File: config.mk
export PLATFORM = sky130hd
export DESIGN_NAME = crc8_command_frame_receiver
export DESIGN_NICKNAME = d
export VERILOG_FILES = /design/src/rtl/core/c8cfr_pkg.sv /design/src/rtl/core/crc8_command_frame_receiver.sv /design/src/rtl/core/c8cfr_in_stage.sv /design/src/rtl/core/c8cfr_frame_core.sv /design/src/rtl/core/c8cfr_rsp_stage.sv
export SDC_FILE = /design/constraint.sdc
export NUM_CORES = 1
export LEC_CHECK = 0
export ABC_AREA = 1
export BUFFER_PORTS_ARGS = -buffer_cell sky130_fd_sc_hd__buf_2
export CORE_MARGIN = 5
export CORE_UTILIZATION = 58
export CTS_CLUSTER_DIAMETER = 30
export DETAILED_ROUTE_END_ITERATION = 8
export PLACE_DENSITY = 0.86
export SLEW_MARGIN = 20
export SYNTH_ARGS = -nofsm -noshare
export SYNTH_HDL_FRONTEND = slang
export SYNTH_SLANG_ARGS = --single-unit
File: constraint.sdc
create_clock -name clock -period 5.3 [get_ports clock]
set_clock_uncertainty 0.15 [all_clocks]
set_input_delay 0.265 -clock clock [delete_from_list [all_inputs] [get_ports clock]]
set_output_delay 0.265 -clock clock [all_outputs]
set_load 0.01 [all_outputs]
File: src/rtl/core/c8cfr_pkg.sv
// ---------------------------------------------------------------------------
// CRC-8 command frame receiver package
// Shared types, constants and the bytewise CRC-8 update used by the
// frame receiver modules.
// ---------------------------------------------------------------------------
package c8cfr_pkg;

   // Frame layout: command byte, value byte, CRC byte.
   localparam int FRAME_BYTES = 3;
   localparam int POS_W       = 2;

   localparam logic [POS_W-1:0] POS_COMMAND = POS_W'(0);
   localparam logic [POS_W-1:0] POS_VALUE   = POS_W'(1);
   localparam logic [POS_W-1:0] POS_LAST    = POS_W'(FRAME_BYTES - 1);

   // Command codes.
   localparam logic [7:0] CMD_THROTTLE = 8'h2A;
   localparam logic [7:0] CMD_JOYSTICK = 8'h23;

   // Reset value of the generator polynomial and the CRC start value.
   localparam logic [7:0] CRC_POLY_RESET = 8'h07;
   localparam logic [7:0] CRC_INIT       = 8'h00;

   // Fields of one response.
   typedef struct packed {
      logic [7:0] throttle_value;
      logic [7:0] joystick_value;
      logic       crc_ok;
   } result_type;

   // MSB-first CRC-8 update of one byte, no reflection, no final XOR.
   function automatic logic [7:0] crc8_fold(input logic [7:0] crc,
                                            input logic [7:0] data,
                                            input logic [7:0] poly);
      logic [7:0] r;
      r = crc ^ data;
      for (int k = 0; k < 8; k++) begin
         if (r[7]) begin
            r = {r[6:0], 1'b0} ^ poly;
         end else begin
            r = {r[6:0], 1'b0};
         end
      end
      return r;
   endfunction

endpackage

File: src/rtl/core/crc8_command_frame_receiver.sv
// ---------------------------------------------------------------------------
// CRC-8 command frame receiver
// Groups received bytes into three-byte frames (command, value, CRC-8),
// checks the CRC and keeps the latest throttle and joystick values.
// ---------------------------------------------------------------------------
// Usage:
//   Bytes arrive on the req_ channel, one per request. Counting from reset,
//   every third byte closes a frame, and each frame yields one response on
//   the rsp_ channel with the current throttle, joystick and CRC-ok flag.
//   The csr_ channel writes the CRC-8 polynomial; it is always ready and
//   should be written only while no frame is in flight.
//   A frame's last byte passes through the input register, then the
//   response register, before it shows up as a response.
//   Throughput: one byte per cycle, set by the bytewise CRC update
//   between the input register and the frame state; a closing byte
//   waits while the response register has no room.
//   Reset: position, CRC, stored values and both stages clear; the
//   polynomial returns to 0x07.
//   Stall: a held response keeps its fields; bytes that do not close a
//   frame are still taken, and a closing byte waits in the input register
//   until the response register has room.
// ---------------------------------------------------------------------------
module crc8_command_frame_receiver (
   input  logic       clock,
   input  logic       reset,
   input  logic       req_valid,
   output logic       req_ready,
   input  logic [7:0] req_rx_byte,
   output logic       rsp_valid,
   input  logic       rsp_ready,
   output logic [7:0] rsp_throttle_value,
   output logic [7:0] rsp_joystick_value,
   output logic       rsp_crc_ok,
   input  logic       csr_valid,
   output logic       csr_ready,
   input  logic [7:0] csr_crc_polynomial
);

   logic                  in_valid;
   logic [7:0]            in_byte;
   logic                  in_take;
   logic                  rsp_room;
   logic                  res_valid;
   c8cfr_pkg::result_type res_data;
   c8cfr_pkg::result_type rsp_data;
   logic [7:0]            poly_ff;

   // Polynomial register.
   assign csr_ready = 1'b1;

   always_ff @(posedge clock) begin
      if (reset) begin
         poly_ff <= c8cfr_pkg::CRC_POLY_RESET;
      end else if (csr_valid && csr_ready) begin
         poly_ff <= csr_crc_polynomial;
      end
   end

   c8cfr_in_stage u_in_stage (
      .clock       (clock),
      .reset       (reset),
      .req_valid   (req_valid),
      .req_ready   (req_ready),
      .req_rx_byte (req_rx_byte),
      .in_valid    (in_valid),
      .in_byte     (in_byte),
      .in_take     (in_take)
   );

   c8cfr_frame_core u_frame_core (
      .clock     (clock),
      .reset     (reset),
      .in_valid  (in_valid),
      .in_byte   (in_byte),
      .in_take   (in_take),
      .crc_poly  (poly_ff),
      .rsp_room  (rsp_room),
      .res_valid (res_valid),
      .res_data  (res_data)
   );

   c8cfr_rsp_stage u_rsp_stage (
      .clock     (clock),
      .reset     (reset),
      .res_valid (res_valid),
      .res_data  (res_data),
      .rsp_room  (rsp_room),
      .rsp_valid (rsp_valid),
      .rsp_ready (rsp_ready),
      .rsp_data  (rsp_data)
   );

   assign rsp_throttle_value = rsp_data.throttle_value;
   assign rsp_joystick_value = rsp_data.joystick_value;
   assign rsp_crc_ok         = rsp_data.crc_ok;

endmodule

File: src/rtl/core/c8cfr_in_stage.sv
// ---------------------------------------------------------------------------
// Request input register
// Holds one received byte until the frame core takes it.
// ---------------------------------------------------------------------------
module c8cfr_in_stage (
   input  logic       clock,
   input  logic       reset,
   input  logic       req_valid,
   output logic       req_ready,
   input  logic [7:0] req_rx_byte,
   output logic       in_valid,
   output logic [7:0] in_byte,
   input  logic       in_take
);

   logic       valid_ff, valid_in;
   logic [7:0] byte_ff;

   // The stage can load when it is empty or its byte leaves this cycle.
   assign req_ready = !valid_ff || in_take;
   assign valid_in  = (req_valid && req_ready) || (valid_ff && !in_take);

   always_ff @(posedge clock) begin
      if (reset) begin
         valid_ff <= 1'b0;
      end else begin
         valid_ff <= valid_in;
      end
   end

   // Payload register, loaded on each accepted request.
   always_ff @(posedge clock) begin
      if (req_valid && req_ready) begin
         byte_ff <= req_rx_byte;
      end
   end

   assign in_valid = valid_ff;
   assign in_byte  = byte_ff;

endmodule

File: src/rtl/core/c8cfr_frame_core.sv
// ---------------------------------------------------------------------------
// Frame core
// Tracks the byte position, runs the CRC-8 and updates the stored
// throttle and joystick values at the end of each valid frame.
// ---------------------------------------------------------------------------
module c8cfr_frame_core (
   input  logic                     clock,
   input  logic                     reset,
   input  logic                     in_valid,
   input  logic [7:0]               in_byte,
   output logic                     in_take,
   input  logic [7:0]               crc_poly,
   input  logic                     rsp_room,
   output logic                     res_valid,
   output c8cfr_pkg::result_type    res_data
);

   logic [c8cfr_pkg::POS_W-1:0] pos_ff, pos_in;
   logic [7:0] crc_ff, crc_in;
   logic [7:0] cmd_ff, cmd_in;
   logic [7:0] value_ff, value_in;
   logic [7:0] throttle_ff, throttle_in;
   logic [7:0] joystick_ff, joystick_in;
   logic [7:0] crc_next;
   logic       last_byte;
   logic       frame_ok;

   // A byte that ends a frame waits until the response register has room.
   assign last_byte = (pos_ff == c8cfr_pkg::POS_LAST);
   assign in_take   = in_valid && (!last_byte || rsp_room);
   assign crc_next  = c8cfr_pkg::crc8_fold(crc_ff, in_byte, crc_poly);
   assign frame_ok  = (crc_next == 8'h00);

   // Next-state logic for position, CRC, the captured frame bytes and the stored values.
   always_comb begin
      pos_in      = pos_ff;
      crc_in      = crc_ff;
      cmd_in      = cmd_ff;
      value_in    = value_ff;
      throttle_in = throttle_ff;
      joystick_in = joystick_ff;
      if (in_take) begin
         if (last_byte) begin
            pos_in = c8cfr_pkg::POS_COMMAND;
            crc_in = c8cfr_pkg::CRC_INIT;
            if (frame_ok && cmd_ff == c8cfr_pkg::CMD_THROTTLE) begin
               throttle_in = value_ff;
            end else if (frame_ok && cmd_ff == c8cfr_pkg::CMD_JOYSTICK) begin
               joystick_in = value_ff;
            end
         end else begin
            pos_in = pos_ff + 1'b1;
            crc_in = crc_next;
            if (pos_ff == c8cfr_pkg::POS_COMMAND) begin
               cmd_in = in_byte;
            end else if (pos_ff == c8cfr_pkg::POS_VALUE) begin
               value_in = in_byte;
            end
         end
      end
   end

   always_ff @(posedge clock) begin
      if (reset) begin
         pos_ff      <= c8cfr_pkg::POS_COMMAND;
         crc_ff      <= c8cfr_pkg::CRC_INIT;
         cmd_ff      <= 8'h00;
         value_ff    <= 8'h00;
         throttle_ff <= 8'h00;
         joystick_ff <= 8'h00;
      end else begin
         pos_ff      <= pos_in;
         crc_ff      <= crc_in;
         cmd_ff      <= cmd_in;
         value_ff    <= value_in;
         throttle_ff <= throttle_in;
         joystick_ff <= joystick_in;
      end
   end

   // The response carries the values as they stand after this frame.
   assign res_valid               = in_take && last_byte;
   assign res_data.throttle_value = throttle_in;
   assign res_data.joystick_value = joystick_in;
   assign res_data.crc_ok         = frame_ok;

endmodule

File: src/rtl/core/c8cfr_rsp_stage.sv
// ---------------------------------------------------------------------------
// Response output register
// Holds one finished response until the receiver takes it.
// ---------------------------------------------------------------------------
module c8cfr_rsp_stage (
   input  logic                  clock,
   input  logic                  reset,
   input  logic                  res_valid,
   input  c8cfr_pkg::result_type res_data,
   output logic                  rsp_room,
   output logic                  rsp_valid,
   input  logic                  rsp_ready,
   output c8cfr_pkg::result_type rsp_data
);

   logic                  valid_ff, valid_in;
   c8cfr_pkg::result_type data_ff;

   // Room exists when empty or when the held response leaves this cycle.
   assign rsp_room = !valid_ff || rsp_ready;
   assign valid_in = res_valid || (valid_ff && !rsp_ready);

   always_ff @(posedge clock) begin
      if (reset) begin
         valid_ff <= 1'b0;
      end else begin
         valid_ff <= valid_in;
      end
   end

   always_ff @(posedge clock) begin
      if (res_valid) begin
         data_ff <= res_data;
      end
   end

   assign rsp_valid = valid_ff;
   assign rsp_data  = data_ff;

endmodule

# After elaboration in Yosys (flattened, before gate mapping)
# Cells that the tools add are included.
[classes]
addsub = 1
eq_ne = 4
muxes = 17
bitwise_logic = 11
reduce_logical = 21
[op_table]
columns = ["operator", "n"]
rows = [
  ["2-to-1 mux 8 bit", 16],
  ["XOR 8 bit", 9],
  ["equality test 8 x 6 -> 1 bit, second input constant", 2],
  ["logical NOT 8 bit", 1],
  ["logical AND 1 bit", 7],
  ["logical NOT 1 bit", 5],
  ["logical OR 1 bit", 5],
  ["AND reduction 4 bit", 1],
  ["AND reduction 3 bit", 1],
  ["adder 2 x 1 -> 2 bit, second input constant", 1],
  ["equality test 2 x 1 -> 1 bit, second input constant", 1],
  ["equality test 2 bit, second input constant", 1],
  ["logical NOT 2 bit", 1],
  ["2-to-1 mux 2 bit", 1],
  ["inverter 1 bit", 2],
]
[totals]
ff_bits = 77
in_bits = 21
output_inout_bits = 20

# Longest topological paths before layout
[logic_depth]
depth_word = 23
ltp_mapped = 34

# Modules after synthesis
# From an unflattened synthesis, not the netlist that was laid out.
[unflattened]
hier_cells = 653
hier_area_um2 = 4520.6
[by_module_without_submodules]
columns = ["mod", "n_inst", "cells_per_inst", "area_per_inst_um2", "seq_area_each_um2"]
rows = [
  ["c8cfr_frame_core", 1, 570, 3358.2, 840.8],
  ["c8cfr_rsp_stage", 1, 22, 553.0, 530.5],
  ["crc8_command_frame_receiver", 1, 47, 321.6, 160.2],
  ["c8cfr_in_stage", 1, 14, 287.8, 260.2],
]

# Worst setup path before layout
# Ideal clock, no wire load.
[synth_timing]
path_type = "reg-to-reg"
startpoint = "register u_in_stage.byte_ff[7] (netlist: u_in_stage.in_byte[7])"
endpoint = "register u_rsp_stage.data_ff, in the netlist u_rsp_stage.rsp_data[1] (data pin)"
setup_ns = 0.251
arrival_time_ns = 3.249
required_time_ns = 4.899
setup_slack_ns = 1.650
path_stages_with_launch = 29
n_path_buf = 2
synth_period_minus_slack_ns = 3.650
path_cell_list = "edfxtp_1 -> inv_1 -> nand2_1 -> nand2_2 -> nand3_1 -> nand2_1 -> inv_1 -> nand2_2 -> nand2_4 -> o21ai_1 -> nand2_4 -> xor2_4 -> nand3_4 -> nand2_4 -> nor2_1 -> nand2_2 -> nand2_2 -> buf_6 -> nand3_4 -> nand2_4 -> nor2_1 -> nand2_1 -> nand2_1 -> nand2_2 -> nor2_8 -> buf_6 -> nand4_1 -> nand2_1 -> inv_1"
[synth_rtl]
columns = ["item", "line_no", "text"]
rows = [
  ["from (decl)", "c8cfr_in_stage.sv:17", "logic [7:0] byte_ff;"],
  ["from (signal assigned)", "c8cfr_in_stage.sv:34", "byte_ff <= req_rx_byte;"],
  ["to (signal assigned)", "c8cfr_rsp_stage.sv:33", "data_ff <= res_data;"],
  ["to (decl)", "c8cfr_rsp_stage.sv:17", "c8cfr_pkg::result_type data_ff;"],
]

==> run_results.csv <==
group,metric,value,unit
place,place_inst,694,
sta,fin_setup_tns,0,ns
yosys,ys_seq_area_frac,0.415,
sta,maxClockFrequency,234,MHz
die,die_h,96.3,um
yosys,syn-num-nets,593,
sta,worst_slew_pin_slew,0.910,ns
yosys,ys_async_sr_fraction,0,
die,initial_utilization,0.595,
yosys,synthDistinctLibCells,33,
sta,rsz0062_at_grt,"false",
sta,drv_slew,0,
layout,nets,638,
die,ioPinCount,41,
clock_tree,insertion_delay,0.35,ns
critical_path,startpoint_type,"flip-flop",
power,p_per_area,545,nW/um^2
layout,most-common-layout-cells,"135 x nand2_1, 78 x inv_1, 52 x dfxtp_1",
place,dp.final_hpwl,7220,um
yosys,synth.avg_cell_area,7.55,sq um
sta,hold_viol_final,0,
min_path,hold_path.class,"primary input to flip-flop",
drt,vias_per_cell,5.22,
sta,min_period,4.27,ns
layout,final_common_cell,"nand2_1",
global_route,grt_pass1_vias,3643,
yosys,synth_warnings,0,
clock_tree,cts_setup_buffers,0,
outcome,outcome,"finished clean",
clock_tree,numClockSinks,77,
layout,layoutNonFillerInstCount,721,
layout,multi_input_area,2110,sq um
yosys,synth-main-ff-cell,"dfxtp_1",
die,dieWidth,96.3,um
power,ir_drop,252,uV
sta,finalSetupViolCount,0,
drt,vias,3761,
critical_path,endpoint_kind,"flip-flop",
clock_tree,cts_buffers,9,
layout,num-fill-cells,595,
clock_tree,cts_tree,"yes",
critical_path,critPathRequiredTime,5.27,ns
yosys,synth_top_family_by_area,"simple AND/OR/NAND/NOR gates",
flow_run,drv_cap,0,
yosys,muxShareOfSynthArea,0,
clock_tree,h-tree-depth,3,
global_route,grt_max_degree,38,
global_route,grt_pass1_wl,16800,um
place,io_buffers,39,
global_route,track_usage,0.236,
yosys,netlist_area,4320,sq um
drt,drt_iter0_drc,289,
yosys,synth_edf_count,25,
clock_tree,postCtsHoldBufs,11,
power,p_leak,0.00221,uW
sta,slew_headroom,0.389,
critical_path,cpPeakStageDelay,0.45,ns
critical_path,arrival,4.24,ns
die,die_area,9270,sq um
drt,drc,0,
drt,totalWireLength,10000,um
global_route,antenna_found_initial,0,
critical_path,slowest_stage,"edfxtp_1",
yosys,yosys.area_share.simple,0.320,
drt,detail-route-antenna-nets,0,
layout,fin_area,4850,sq um
layout,regArea,1790,sq um
place,place_congestion,0.911,
yosys,yosys.area_share.adder,0,
layout,drive_gt1_frac,0.153,
place,dpl-instance-area,4550,sq um
die,row_count,31,
global_route,gr-total-overflow,0,
yosys,synth_compound_area_frac,0.0768,
drt,wire_per_inst,13.9,um
clock_tree,root_buffer,"clkbuf_8",
layout,diodes,0,
yosys,synth-xor-area-share,0.0895,
layout,syn2layout_area_growth,12.3,%
die,coreArea,7250,sq um
yosys,ys_ff_latch,77,
sta,period_share,0.806,
clock_tree,cts_buffer_depth,2,
clock_tree,cts.clk_slew.worst_paths,0.09,ns
drt,first_pass_iters,5,
critical_path,worstSetupPathType,"flip-flop to flip-flop",
critical_path,cpMostUsedCell,"nand2_1",
critical_path,critPathMaxFanout,18,
clock_tree,cts_resized,0,
yosys,synthesis.instances,572,
[sequential cells by signal (all words and copies together) (netlist names), 8 cells and up]
name / flops
poly_ff: 8
u_in_stage.in_byte: 8
u_frame_core.crc_ff: 8
u_frame_core.cmd_ff: 8
u_frame_core.throttle_ff: 8
u_frame_core.value_ff: 8
u_frame_core.joystick_ff: 8
u_rsp_stage.rsp_data: 17
[layer usage]
layer | share of wire | vias to the layer above | global-route usage
met4 | 0.021 | 0 | 0.0889
met5 | 0 | - | 0
li1 | - | 1910 | -
met1 | 0.43 | 1685 | 0.300
met2 | 0.48 | 143 | 0.394
met3 | 0.067 | 23 | 0.0477
[through the flow]
step / total power, uW / setup slack [ns] / hold WS, ns / utilization
CTS: 2630 / 1.07 / 0.0191 / 0.669
finish: 2640 / 1.03 / 0.0402 / 0.669
detailed placement: 2200 / 1.07 / 0.293 / 0.627
global route: 2850 / 0.568 / 0.0384 / 0.669
global placement: 2160 / 1.24 / 0.291 / 0.627
floorplan: 2010 / 1.65 / 0.214 / -
[path summary, 6_finish.rpt]
kind / from / endpoint / slack [ns] / cells after the start
worst min-delay path: csr_crc_polynomial[7] / poly_ff[7] / 0.04 / 3
worst max-delay path: u_in_stage.in_byte[7] / u_rsp_stage.rsp_data[1] / 1.03 / 30
worst max register to register: u_in_stage.in_byte[7] / u_rsp_stage.rsp_data[1] / 1.03 / 30
worst min register to register: u_frame_core.cmd_ff[5] / u_frame_core.cmd_ff[5] / 0.31 / 2
[worst max-delay path: cells and delay by family (launching register included)]
kind	cells	cell delay, ns
AND/OR/NAND/NOR	24	2.99
flip-flops	1	0.45
buffers and inverters	6	0.42
[layout make-up]
class | count | share of cell area
multi-input combinational | 392 | 0.434
sequential | 77 | 0.369
inverter | 86 | 0.0671
timing repair buffer | 51 | 0.0645
clock buffer | 9 | 0.0255
tap | 99 | 0.0255
clock inverter | 7 | 0.0139
[cells by family (layout without fill, tap and decap cells)]
| kind of cell | count (synthesis) | in the layout |
|---|---|---|
| and+or+nand+nor | 283 | 283 |
| other | 1 | 1 |
| DFF | 77 | 77 |
| xor gates and xnor gates | 42 | 42 |
| buffers and inverters | 103 | 153 |
| AOI/OAI and AO/OA | 66 | 66 |
[where the power goes]
| part | leakage, uW | internal [uW] | switching, uW | total [uW] |
|---|---|---|---|---|
| logic | 0.00147 | 513 | 1020 | 1530 |
| registers | 0.000658 | 645 | 42.7 | 688 |
| clock network | 0.0000872 | 180 | 243 | 423 |
[synth_stat cells, types with 3 or more instances]
| library cell | number | area, sq um |
|---|---|---|
| buf_6 | 3 | 33.8 |
| clkbuf_1 | 8 | 30.0 |
| nand3_4 | 4 | 70.1 |
| nor2_1 | 51 | 191 |
| inv_2 | 4 | 15.0 |
| o21ai_0 | 24 | 120 |
| nand2_4 | 5 | 56.3 |
| o21ai_1 | 5 | 25.0 |
| xor2_1 | 16 | 140 |
| clkinv_1 | 3 | 11.3 |
| nand2_1 | 135 | 507 |
| nor4_1 | 3 | 18.8 |
| nand2_2 | 12 | 75.1 |
| edfxtp_1 | 25 | 751 |
| xnor2_1 | 25 | 219 |
| dfxtp_1 | 52 | 1040 |
| nand4_1 | 18 | 113 |
| nand3_1 | 42 | 210 |
| buf_2 | 4 | 20.0 |
| nand3_2 | 6 | 60.1 |
| a21oi_1 | 36 | 180 |
| inv_1 | 78 | 293 |
(Power assumes the default switching activity.)
